## src/sv/sec_pkg.sv

```systemverilog
// Shared types, constants and character helpers for the s-expression
// command splitter. No dependencies; imported by every module of the block.
package sec_pkg;

  // Bracket depth width and its saturation limits
  localparam int unsigned DEPTH_BITS = 8;
  localparam logic signed [DEPTH_BITS-1:0] DEPTH_MAX = {1'b0, {(DEPTH_BITS-1){1'b1}}};
  localparam logic signed [DEPTH_BITS-1:0] DEPTH_MIN = {1'b1, {(DEPTH_BITS-1){1'b0}}};
  localparam logic signed [DEPTH_BITS-1:0] DEPTH_ZERO = '0;
  localparam logic signed [DEPTH_BITS-1:0] DEPTH_ONE = {{(DEPTH_BITS-1){1'b0}}, 1'b1};

  // Keyword matcher positions
  localparam logic [3:0] KEY_LEN  = 4'd9;
  localparam logic [3:0] NO_MATCH = 4'd15;

  // Characters with a meaning to the scanner
  localparam logic [7:0] CH_LF        = 8'h0A;
  localparam logic [7:0] CH_SEMI      = 8'h3B;
  localparam logic [7:0] CH_BAR       = 8'h7C;
  localparam logic [7:0] CH_BACKSLASH = 8'h5C;
  localparam logic [7:0] CH_OPEN      = 8'h28;
  localparam logic [7:0] CH_CLOSE     = 8'h29;
  localparam logic [7:0] CH_SPACE     = 8'h20;
  localparam logic [7:0] CH_TAB       = 8'h09;
  localparam logic [7:0] CH_CR        = 8'h0D;

  // Command kind codes carried on the last beat
  localparam logic [1:0] KIND_ORDINARY  = 2'd0;
  localparam logic [1:0] KIND_CHECK_SAT = 2'd1;
  localparam logic [1:0] KIND_ENDED     = 2'd2;

  typedef struct packed {
    logic [7:0] out_byte;
    logic [1:0] kind;
    logic       last;
  } sec_result_t;

  typedef struct packed {
    logic                         skip_newlines;
    logic                         seen_open;
    logic                         in_comment;
    logic                         escape_pending;
    logic                         in_quote;
    logic signed [DEPTH_BITS-1:0] depth;
    logic [3:0]                   match_pos;
    logic                         check_found;
  } sec_state_t;

  localparam sec_state_t STATE_RESET = '{
    skip_newlines:  1'b1,
    seen_open:      1'b0,
    in_comment:     1'b0,
    escape_pending: 1'b0,
    in_quote:       1'b0,
    depth:          DEPTH_ZERO,
    match_pos:      NO_MATCH,
    check_found:    1'b0
  };

  // Letter of "check-sat" at a given match position
  function automatic logic [7:0] keyword_char(input logic [3:0] pos);
    logic [7:0] ch;
    case (pos)
      4'd0:    ch = 8'h63; // c
      4'd1:    ch = 8'h68; // h
      4'd2:    ch = 8'h65; // e
      4'd3:    ch = 8'h63; // c
      4'd4:    ch = 8'h6B; // k
      4'd5:    ch = 8'h2D; // -
      4'd6:    ch = 8'h73; // s
      4'd7:    ch = 8'h61; // a
      4'd8:    ch = 8'h74; // t
      default: ch = 8'h00;
    endcase
    return ch;
  endfunction

  // Space, tab, newline, vertical tab, form feed, carriage return
  function automatic logic is_space(input logic [7:0] c);
    return (c == CH_SPACE) || (c >= CH_TAB && c <= CH_CR);
  endfunction

endpackage

```

## src/sv/sec_in_if.sv

```systemverilog
// Input channel of the command splitter: one text byte or end marker per beat.
// Depends on nothing.
interface sec_in_if;
  logic       valid;
  logic       ready;
  logic [7:0] byte_value;
  logic       end_of_input;

  modport source (output valid, output byte_value, output end_of_input, input ready);
  modport sink (input valid, input byte_value, input end_of_input, output ready);
endinterface

```

## src/sv/sec_out_if.sv

```systemverilog
// Result channel of the command splitter: one echoed byte or end marker per beat.
// Depends on nothing.
interface sec_out_if;
  logic       valid;
  logic       ready;
  logic [7:0] out_byte;
  logic [1:0] kind;
  logic       last;

  modport source (output valid, output out_byte, output kind, output last, input ready);
  modport sink (input valid, input out_byte, input kind, input last, output ready);
endinterface

```

## src/sv/sexpr_command_splitter_core.sv

```systemverilog
// S-expression command splitter: cuts a byte stream into bracketed commands.
// Depends on sec_pkg, sec_in_if, sec_out_if, sec_scanner, sec_out_stage,
// sec_port_check.
//
// Usage:
//   in_ch  carries one text byte per beat, or an end-of-input marker.
//   out_ch carries one echoed byte per kept input byte; the byte that closes
//          a command has last set and kind 0 (ordinary) or 1 (check-sat).
//          An end-of-input beat gives out_byte 0, kind 2, last 1.
//   Newlines before a command yield no result beat.
//   A result is offered the cycle after its byte is accepted.
//   Throughput: one byte per cycle while the receiver keeps up; the scanner
//   next state is combinational and feeds straight back for the next byte.
//   in_ch.ready is high while the result register is empty or is being
//   emptied in the same cycle, so a stalled receiver holds one result and
//   blocks further input until it takes it; nothing is lost.
//   Reset (rst_n low, synchronous) empties the result register and puts the
//   scanner in its start state, skipping leading newlines.
module sexpr_command_splitter_core
  import sec_pkg::*;
(
  input logic       clk,
  input logic       rst_n,
  sec_in_if.sink    in_ch,
  sec_out_if.source out_ch
);

  logic        in_fire;
  logic        free;
  logic        res_valid;
  sec_result_t res;
  sec_result_t out_res;

  assign in_ch.ready = free;
  assign in_fire     = in_ch.valid && free;

  sec_scanner u_scanner (
    .clk          (clk),
    .rst_n        (rst_n),
    .in_fire      (in_fire),
    .byte_value   (in_ch.byte_value),
    .end_of_input (in_ch.end_of_input),
    .res_valid    (res_valid),
    .res          (res)
  );

  sec_out_stage u_out_stage (
    .clk       (clk),
    .rst_n     (rst_n),
    .load      (in_fire && res_valid),
    .res       (res),
    .out_ready (out_ch.ready),
    .out_valid (out_ch.valid),
    .out_res   (out_res),
    .free      (free)
  );

  // Drive the result channel payload
  assign out_ch.out_byte = out_res.out_byte;
  assign out_ch.kind     = out_res.kind;
  assign out_ch.last     = out_res.last;

  sec_port_check u_port_check (
    .clk       (clk),
    .rst_n     (rst_n),
    .out_valid (out_ch.valid),
    .out_ready (out_ch.ready),
    .kind      (out_ch.kind),
    .last      (out_ch.last)
  );

endmodule

```

## src/sv/sec_scanner.sv

```systemverilog
// Per-byte scanner: comment, quote, escape, depth and keyword tracking.
// Holds the splitter state; depends on sec_pkg.
module sec_scanner
  import sec_pkg::*;
(
  input  logic        clk,
  input  logic        rst_n,
  input  logic        in_fire,
  input  logic [7:0]  byte_value,
  input  logic        end_of_input,
  output logic        res_valid,
  output sec_result_t res
);

  sec_state_t state_r;
  sec_state_t state_nxt;

  // Work out the next state and the result for the byte on offer
  always_comb begin
    sec_state_t s;
    logic       was_escaped;
    s           = state_r;
    was_escaped = 1'b0;
    res_valid   = 1'b1;
    res         = '{out_byte: byte_value, kind: KIND_ORDINARY, last: 1'b0};

    if (end_of_input) begin
      res = '{out_byte: 8'h00, kind: KIND_ENDED, last: 1'b1};
      s   = STATE_RESET;
    end else if (state_r.skip_newlines && byte_value == CH_LF) begin
      res_valid = 1'b0;
    end else begin
      s.skip_newlines = 1'b0;
      if (state_r.in_comment) begin
        s.match_pos = NO_MATCH;
        if (byte_value == CH_LF) begin
          s.in_comment = 1'b0;
        end
      end else if (byte_value == CH_BACKSLASH) begin
        s.escape_pending = !state_r.escape_pending;
      end else begin
        was_escaped      = state_r.escape_pending;
        s.escape_pending = 1'b0;
        if (!was_escaped || state_r.in_quote) begin
          if (byte_value == CH_BAR) begin
            s.match_pos = NO_MATCH;
            s.in_quote  = !state_r.in_quote;
          end else if (!state_r.in_quote) begin
            // Plain text outside quotes
            if (byte_value == CH_SEMI) begin
              s.in_comment = 1'b1;
              s.match_pos  = NO_MATCH;
            end else if (byte_value == CH_OPEN) begin
              if (state_r.depth < DEPTH_MAX) begin
                s.depth = state_r.depth + DEPTH_ONE;
              end
              s.seen_open = 1'b1;
              s.match_pos = (s.depth == DEPTH_ONE) ? 4'd0 : NO_MATCH;
            end else if (byte_value == CH_CLOSE) begin
              if (state_r.depth > DEPTH_MIN) begin
                s.depth = state_r.depth - DEPTH_ONE;
              end
              if (s.depth == DEPTH_ZERO && state_r.match_pos == KEY_LEN) begin
                s.check_found = 1'b1;
              end
              s.match_pos = NO_MATCH;
            end else if (state_r.match_pos < KEY_LEN) begin
              if (!is_space(byte_value)) begin
                s.match_pos = (byte_value == keyword_char(state_r.match_pos)) ?
                              state_r.match_pos + 4'd1 : NO_MATCH;
              end
            end else if (state_r.match_pos == KEY_LEN) begin
              if (!is_space(byte_value)) begin
                s.match_pos = NO_MATCH;
              end
            end else begin
              s.match_pos = NO_MATCH;
            end
          end
        end else begin
          s.match_pos = NO_MATCH;
        end
      end

      // Close the command when the depth comes back to zero
      if (s.depth == DEPTH_ZERO && s.seen_open) begin
        res.kind = s.check_found ? KIND_CHECK_SAT : KIND_ORDINARY;
        res.last = 1'b1;
        s        = STATE_RESET;
      end
    end
    state_nxt = s;
  end

  // Advance the state on each accepted beat
  always_ff @(posedge clk) begin
    if (!rst_n) begin
      state_r <= STATE_RESET;
    end else if (in_fire) begin
      state_r <= state_nxt;
    end
  end

  // An open bracket at depth zero would already have closed the command
  a_open_nonzero: assert property (@(posedge clk) disable iff (!rst_n)
    state_r.seen_open |-> state_r.depth != DEPTH_ZERO)
    else $error("seen_open held with zero depth");

  // The keyword flag is consumed by the same beat that sets it
  a_found_consumed: assert property (@(posedge clk) disable iff (!rst_n)
    !state_r.check_found)
    else $error("check_found left set after a beat");

  // Matcher position is a letter count or the no-match code
  a_match_range: assert property (@(posedge clk) disable iff (!rst_n)
    state_r.match_pos <= KEY_LEN || state_r.match_pos == NO_MATCH)
    else $error("match_pos out of range");

  // End of input returns the scanner to its reset state
  a_end_resets: assert property (@(posedge clk) disable iff (!rst_n)
    in_fire && end_of_input |=> state_r == STATE_RESET)
    else $error("state not cleared after end of input");

endmodule

```

## src/sv/sec_out_stage.sv

```systemverilog
// Result register between the scanner and the result channel.
// Depends on sec_pkg.
module sec_out_stage
  import sec_pkg::*;
(
  input  logic        clk,
  input  logic        rst_n,
  input  logic        load,
  input  sec_result_t res,
  input  logic        out_ready,
  output logic        out_valid,
  output sec_result_t out_res,
  output logic        free
);

  logic        valid_r;
  logic        valid_nxt;
  sec_result_t res_r;

  // Space for a new beat when empty or when the held one leaves now
  assign free = !valid_r || out_ready;

  always_comb begin
    valid_nxt = valid_r;
    if (load) begin
      valid_nxt = 1'b1;
    end else if (out_ready) begin
      valid_nxt = 1'b0;
    end
  end

  always_ff @(posedge clk) begin
    if (!rst_n) begin
      valid_r <= 1'b0;
    end else begin
      valid_r <= valid_nxt;
    end
  end

  // Payload needs no reset
  always_ff @(posedge clk) begin
    if (load) begin
      res_r <= res;
    end
  end

  assign out_valid = valid_r;
  assign out_res   = res_r;

  // Never load over a beat that is still waiting
  a_no_overwrite: assert property (@(posedge clk) disable iff (!rst_n)
    load |-> free)
    else $error("result register overwritten while stalled");

  // A load always shows a beat on the next cycle
  a_load_shows: assert property (@(posedge clk) disable iff (!rst_n)
    load |=> valid_r)
    else $error("loaded beat not presented");

  // End results carry a zero byte and the last flag
  a_end_shape: assert property (@(posedge clk) disable iff (!rst_n)
    valid_r && res_r.kind == KIND_ENDED |-> res_r.last && res_r.out_byte == 8'h00)
    else $error("malformed end result");

endmodule

```

## src/sv/sec_top_dummy_never.sv

```systemverilog
// Result channel checker for the command splitter: watches the handshake and
// the kind and last fields at the top-level ports only. Depends on sec_pkg.
module sec_port_check
  import sec_pkg::*;
(
  input logic       clk,
  input logic       rst_n,
  input logic       out_valid,
  input logic       out_ready,
  input logic [1:0] kind,
  input logic       last
);

  // A stalled beat stays offered
  a_valid_holds: assert property (@(posedge clk) disable iff (!rst_n)
    out_valid && !out_ready |=> out_valid)
    else $error("result withdrawn while stalled");

  // Kind is only non-zero on the last beat of a command
  a_kind_on_last: assert property (@(posedge clk) disable iff (!rst_n)
    out_valid && !last |-> kind == KIND_ORDINARY)
    else $error("kind set on a middle beat");

  // Kind code stays in range
  a_kind_range: assert property (@(posedge clk) disable iff (!rst_n)
    out_valid |-> kind == KIND_ORDINARY || kind == KIND_CHECK_SAT || kind == KIND_ENDED)
    else $error("unknown kind code");

endmodule

```

## src/flat_wrapper.sv

```systemverilog
// flat-port wrapper written by rule: the top's interface ports become plain ports
module sexpr_command_splitter_core_flat import sec_pkg::*;
  (clk, rst_n, in_ch_valid, in_ch_byte_value, in_ch_end_of_input, in_ch_ready, out_ch_valid, out_ch_out_byte, out_ch_kind, out_ch_last, out_ch_ready);
  sec_in_if in_ch_i ();
  sec_out_if out_ch_i ();
  input logic clk;
  input logic rst_n;
  input wire logic [$bits(in_ch_i.valid)-1:0] in_ch_valid;
  input wire logic [$bits(in_ch_i.byte_value)-1:0] in_ch_byte_value;
  input wire logic [$bits(in_ch_i.end_of_input)-1:0] in_ch_end_of_input;
  output wire logic [$bits(in_ch_i.ready)-1:0] in_ch_ready;
  output wire logic [$bits(out_ch_i.valid)-1:0] out_ch_valid;
  output wire logic [$bits(out_ch_i.out_byte)-1:0] out_ch_out_byte;
  output wire logic [$bits(out_ch_i.kind)-1:0] out_ch_kind;
  output wire logic [$bits(out_ch_i.last)-1:0] out_ch_last;
  input wire logic [$bits(out_ch_i.ready)-1:0] out_ch_ready;
  assign in_ch_i.valid = in_ch_valid;
  assign in_ch_i.byte_value = in_ch_byte_value;
  assign in_ch_i.end_of_input = in_ch_end_of_input;
  assign in_ch_ready = in_ch_i.ready;
  assign out_ch_valid = out_ch_i.valid;
  assign out_ch_out_byte = out_ch_i.out_byte;
  assign out_ch_kind = out_ch_i.kind;
  assign out_ch_last = out_ch_i.last;
  assign out_ch_i.ready = out_ch_ready;
  sexpr_command_splitter_core u_core (.clk(clk), .rst_n(rst_n), .in_ch(in_ch_i), .out_ch(out_ch_i));
endmodule
```

## config.mk

```make
export PLATFORM = sky130hd
export DESIGN_NAME = sexpr_command_splitter_core_flat
export DESIGN_NICKNAME = d
export VERILOG_FILES = /design/src/sv/sec_pkg.sv /design/src/sv/sec_in_if.sv /design/src/sv/sec_out_if.sv /design/src/sv/sexpr_command_splitter_core.sv /design/src/sv/sec_scanner.sv /design/src/sv/sec_out_stage.sv /design/src/sv/sec_top_dummy_never.sv /design/src/flat_wrapper.sv
export SDC_FILE = /design/constraint.sdc
export NUM_CORES = 1
export LEC_CHECK = 0
export BUFFER_PORTS_ARGS = -buffer_cell sky130_fd_sc_hd__buf_4
export CORE_MARGIN = 2
export CORE_UTILIZATION = 42
export DETAILED_ROUTE_END_ITERATION = 7
export PLACE_DENSITY = 0.7
export SLEW_MARGIN = 0
export SYNTH_ARGS = -nofsm -noshare
export SYNTH_HDL_FRONTEND = slang
export SYNTH_SLANG_ARGS = --single-unit
```

## constraint.sdc

```tcl
create_clock -name clk -period 4 [get_ports clk]
set_input_delay 0.4 -clock clk [delete_from_list [all_inputs] [get_ports clk]]
set_output_delay 0.4 -clock clk [all_outputs]
set_load 0.005 [all_outputs]
```

Word level (Yosys, flattened, before mapping) --
Memory sizes are Yosys's and may differ from the RTL's. A register that Yosys moved wholly into a read port is not among the register bits. Index checks and enable logic that the tools add are counted.
Word-level totals: latch bits 0, input bits 13, memories kept 1, word-level logic and storage cells 151, bits in registers 30, output and inout port bits 13, bits in writable memories 0, bits in read-only memories 112
Cells by class: $add $sub $neg 3, order comparisons 5, multiply operators 0, divide/modulo/power cells 0, reductions and logical operators 22, eq/ne operators 17, mux-type cells 89, shift-type cells 0, bitwise gates (word level) 1
Memories:
- (no name shown) | words 16, bits a word 7, rd ports 1, clocked after memory_dff 1, write ports 0, line sec_pkg.sv:63 | case (pos)
Operator list (number):
- 8-bit two-way mux | 36
- 18-bit two-way mux | 3
- 4-bit two-way mux | 13
- 8-bit by 6-bit == test with 1-bit output (second input constant) | 4
- 10-bit two-way mux | 3
- 1-bit two-way mux | 26
- 10-bit by 9-bit != test with 1-bit output (second input constant) | 2
- 8-bit by 7-bit == test with 1-bit output (second input constant) | 2
- 8-bit logical NOT | 2
- 14-bit two-way mux | 1
- 13-bit two-way mux | 1
- 12-bit two-way mux | 1
- 6-bit AND reduction | 2
- 9-bit two-way mux | 1
- 8-bit by 2-bit adder with 8-bit output (second input constant) | 1
- 8-bit by 2-bit == test with 1-bit output (second input constant) | 1
- 8-bit by 4-bit == test with 1-bit output (second input constant) | 1
- 8-bit == test | 1
- 8-bit by 4-bit greater-or-equal comparator with 1-bit output (second input constant) | 1
- 8-bit greater-than comparator (second input constant) | 1
- 8-bit by 4-bit <= comparator with 1-bit output (second input constant) | 1
- 8-bit < comparator (second input constant) | 1
- 2-bit two-way mux | 4
- 8-bit by 2-bit subtractor with 8-bit output (second input constant) | 1
- other kinds (16) | 27

Longest topological paths before layout --
depth after elaboration 36, gate-level depth with buffers 18, mapped depth without buffers 16

Hierarchy --
From an unflattened synthesis, not the netlist that was laid out.
Unflattened totals: cells, all modules 332, area, all modules 2765.2 µm²
Modules (own cells, without submodules):
- sec_scanner | cells each 315, area an instance 2373.5 µm², times used 1, seq. area each 500.5 µm²
- sec_out_stage | cells each 15, area an instance 379.1 µm², times used 1, seq. area each 350.3 µm²
- sexpr_command_splitter_core | cells each 2, area an instance 12.5 µm², times used 1, seq. area each 0.0 µm²

Least setup slack after synthesis --
OpenSTA, ideal clock, no wires.
path kind flip-flop to flip-flop, start point reg u_core.u_scanner.state_r[5] in the netlist's numbering, end point reg with a tool-made name, library setup time 116 ps, period minus slack after synthesis 3941 ps, data arrival time 3825 ps, required time 3884 ps, buffers on the path 1, cell stages (with the launch flop) 18, setup slack 59 ps, cells stage by stage dfxtp_1 > clkbuf_1 > inv_1 > ha_1 > or4b_4 > o2111ai_4 > a21boi_1 > nor3_1 > a2111o_1 > or4_1 > o21ai_2 > o22ai_1 > nand2_1 > inv_1 > ha_1 > inv_1 > o21ai_0 > nor2_1
RTL lines:
- from (decl) | line sec_scanner.sv:15 | sec_state_t state_r;
- from (signal assigned) | line sec_scanner.sv:100 | state_r <= state_nxt;

==> flow_metrics.py <==
metrics = {
    "setup_path": {
        "crit_required_ns": 4.20,
        "arrival_ns": 4.02,
        "cp-end-kind": "flop",
        "startpoint": "u_core.u_scanner.state_r[6]",
        "worstSetupPathType": "flop to flop",
        "reg2reg_slack_ns": 0.19,
        "cp_common_cell": "nor2_1",
        "crit_path_start_kind": "flop",
        "crit_slowest_cell": "or4_1",
        "crit_chain": "inv_1 > ha_1 > or4b_4 > o2111ai_4 > nor2_1 > o21a_1 > a2111o_1 > or4_1 > o21ai_2 > o32a_4 > nor2_1 > ha_1 > inv_1 > o21ai_0 > nor2_1",
        "reg2reg_depth": 15,
        "worst-path-max-fanout": 9,
        "slowest_delay_ns": 0.54,
        "r2r-start": "u_core.u_scanner.state_r[6]",
    },
    "outcome": {
        "status": "complete, no violations",
    },
    "clocking": {
        "clkTransAtPathRegs_ns": 0.08,
        "clock_latency_ns": 0.31,
        "clockBufferDepth": 2,
        "h-tree-depth": 2,
        "cts_tree": "yes",
        "clkSinkCount": 37,
        "clockRootBuffer": "clkbuf_8",
        "cts_buffers": 5,
    },
    "sta": {
        "setup_viol": 0,
        "tightest_slew_ns": 0.688,
        "post-route-min-period_ns": 3.81,
        "fmax_ghz": 0.262,
        "worst_slack_ns": 0.185,
        "slew_viol_final": 0,
        "hold_slack_ns": 0.345,
        "slew_headroom_pct": 53.6,
        "fin_crit_sh_pct": 95.4,
        "hold_viol_final": 0,
        "finalClockSkew_ns": 0.0157,
    },
    "global_routing": {
        "grt_pass1_wl_um": 12400,
        "grt_overflow": 0,
        "antenna_found_initial": 0,
        "grt_max_degree": 20,
        "grt_usage_pct": 21.4,
        "grt_pass1_vias": 2579,
    },
    "final_layout": {
        "syn2layout_area_growth_pct": 15.8,
        "diodes": 0,
        "final_nets": 379,
        "multi_input_area_um2": 1700,
        "regArea_um2": 852,
        "nFillCells": 592,
        "final_layout_size_suffix_gt1_share_pct": 19.7,
    },
    "logic_synthesis": {
        "ys_seq_area_share_pct": 31.3,
        "yosysWarnings": 0,
        "ys_types": 67,
        "synth_edf_count": 11,
        "syn_nets": 350,
        "synth.top_cell.area_share_pct": 19.2,
        "syn-cell-area_um2": 2720,
        "ys_seq_elements": 37,
        "synth.area.top_cells": "dfxtp_1 19%, edfxtp_1 12%, a21oi_1 4.4%",
        "syn_inst": 330,
        "yosys-top-cells-count": "32 x nor2_1, 26 x dfxtp_1, 24 x a21oi_1, 18 x inv_1, 18 x nand2_1",
        "ys.flop_type": "dfxtp_1",
        "synth.most_common_cell": "nor2_1",
        "synth.avg_cell_area_um2": 8.23,
        "async_flop_share_pct": 0,
        "synth_top_cell_by_area": "dfxtp_1",
    },
    "drt": {
        "drc": 0,
        "dr.pass1.iters": 5,
        "wl_um": 7540,
        "viasPerCell": 6.37,
        "vias": 2782,
        "drtIter0Drc": 404,
        "wl_per_cell_um": 17.3,
        "final_antenna_net_count": 0,
    },
    "hold_path": {
        "hp-class": "input pin to flop",
    },
    "run": {
        "maxCapViolations": 0,
    },
    "floorplanning": {
        "ios": 26,
        "initial_core_util_pct": 43.0,
        "die_h_um": 84.4,
        "core_um2": 6310,
        "row_count": 29,
        "die_x_um": 84.4,
        "die-area_um2": 7130,
    },
    "power": {
        "ir_drop_mv": 0.129,
        "powerDensity_nw_per_um2": 244,
        "leakage_uw": 0.00117,
    },
    "placement": {
        "dpl.hpwl_um": 5540,
        "post-place-ws_ns": 0.117,
        "routabilityCongestion": 1.04,
        "io_buffers": 25,
    },
}
## what timing repair did
action	4_1_cts	5_1_grt
gates resized for setup	0	3
setup buffers	0	2
setup endpoints to repair	0	5
hold buffers	0	0
## how the worst min path moves through the flow
stage | start | end | slack, ns | depth (start not counted)
after floorplan | u_core.u_scanner.state_r[14] | u_core.u_scanner.state_r[14] | 0.47 | 2
after global placement | u_core.u_scanner.state_r[17] | u_core.u_scanner.state_r[17] | 0.50 | 2
after detailed placement | u_core.u_scanner.state_r[0] | u_core.u_scanner.state_r[0] | 0.51 | 2
after CTS | rst_n | u_core.u_scanner.state_r[1] | 0.34 | 2
after global routing | rst_n | u_core.u_scanner.state_r[1] | 0.35 | 2
final | rst_n | u_core.u_scanner.state_r[1] | 0.35 | 2
## worst max-delay path, delay by kind of cell (launching register included)
family,cells,cell delay [ns]
flip-flops,1,0.37
buffers and inverters,2,0.10
AND/OR/NAND/NOR,5,1.26
adder cells (fa/ha/maj),2,0.45
AO/OA/AOI/OAI,6,1.51
## per-stage QoR
stage / TNS, ns / power, uW / cell area, um2 / utilization (%) / cells
floorplan: 0 / 458 / 2720 / - / 330
global placement: 0 / 498 / 3020 / 47.9 / 427
detailed placement: 0 / 500 / 3020 / 47.9 / 427
CTS: 0 / 764 / 3110 / 49.3 / 435
global route: -0.0178 / 792 / 3140 / 49.8 / 437
finish: 0 / 766 / 3140 / 49.8 / 437
## per-layer routing
layer	up-vias	GRT usage (%)	part of all wire, %
li1	1286	-	-
met1	1314	27.9	42
met2	160	34.4	47
met3	22	4.03	8.1
met4	0	10.1	3.0
met5	-	0	0
## where the power goes
group,switching (uW),internal (uW)
clock,149,124
sequential,2.65,395
combinational,56.8,38.6
total,208,557
## cell families (layout without fill, tap and decap cells)
kind of cell             count (synthesis)  after routing  share of synthesized area [%]
buffers and inverters                   41             71                           6.54
flip-flops                              37             37                           31.3
AND/OR/NAND/NOR                        129            129                           26.5
AO/OA/AOI/OAI                          103            103                           28.1
adder cells (fa/ha/maj)                  7              7                           3.22
XOR/XNOR                                12             12                           3.87
multiplexers                             1              1                          0.369
## area by class of cell
cell class / instances / share of cell area [%]
multi-input cells: 252 / 54.2
clock inverters: 3 / 0.716
well taps: 77 / 3.06
repair buffers: 44 / 10.5
clock buffers: 5 / 2.19
flip-flops and latches: 37 / 27.1
inverters: 19 / 2.27
## placed cells by master (no fill, tap or decap), drive strengths merged, types with 7 or more instances in the layout
cell type,count
edfxtp,11
buf,44
nand4,8
nor3,15
ha,7
nand2,18
nand3,11
xnor2,8
dfxtp,26
a21oi,24
nor2b,10
o21ai,21
inv,18
nor2,32
Power figures use the tool's default switching activity.
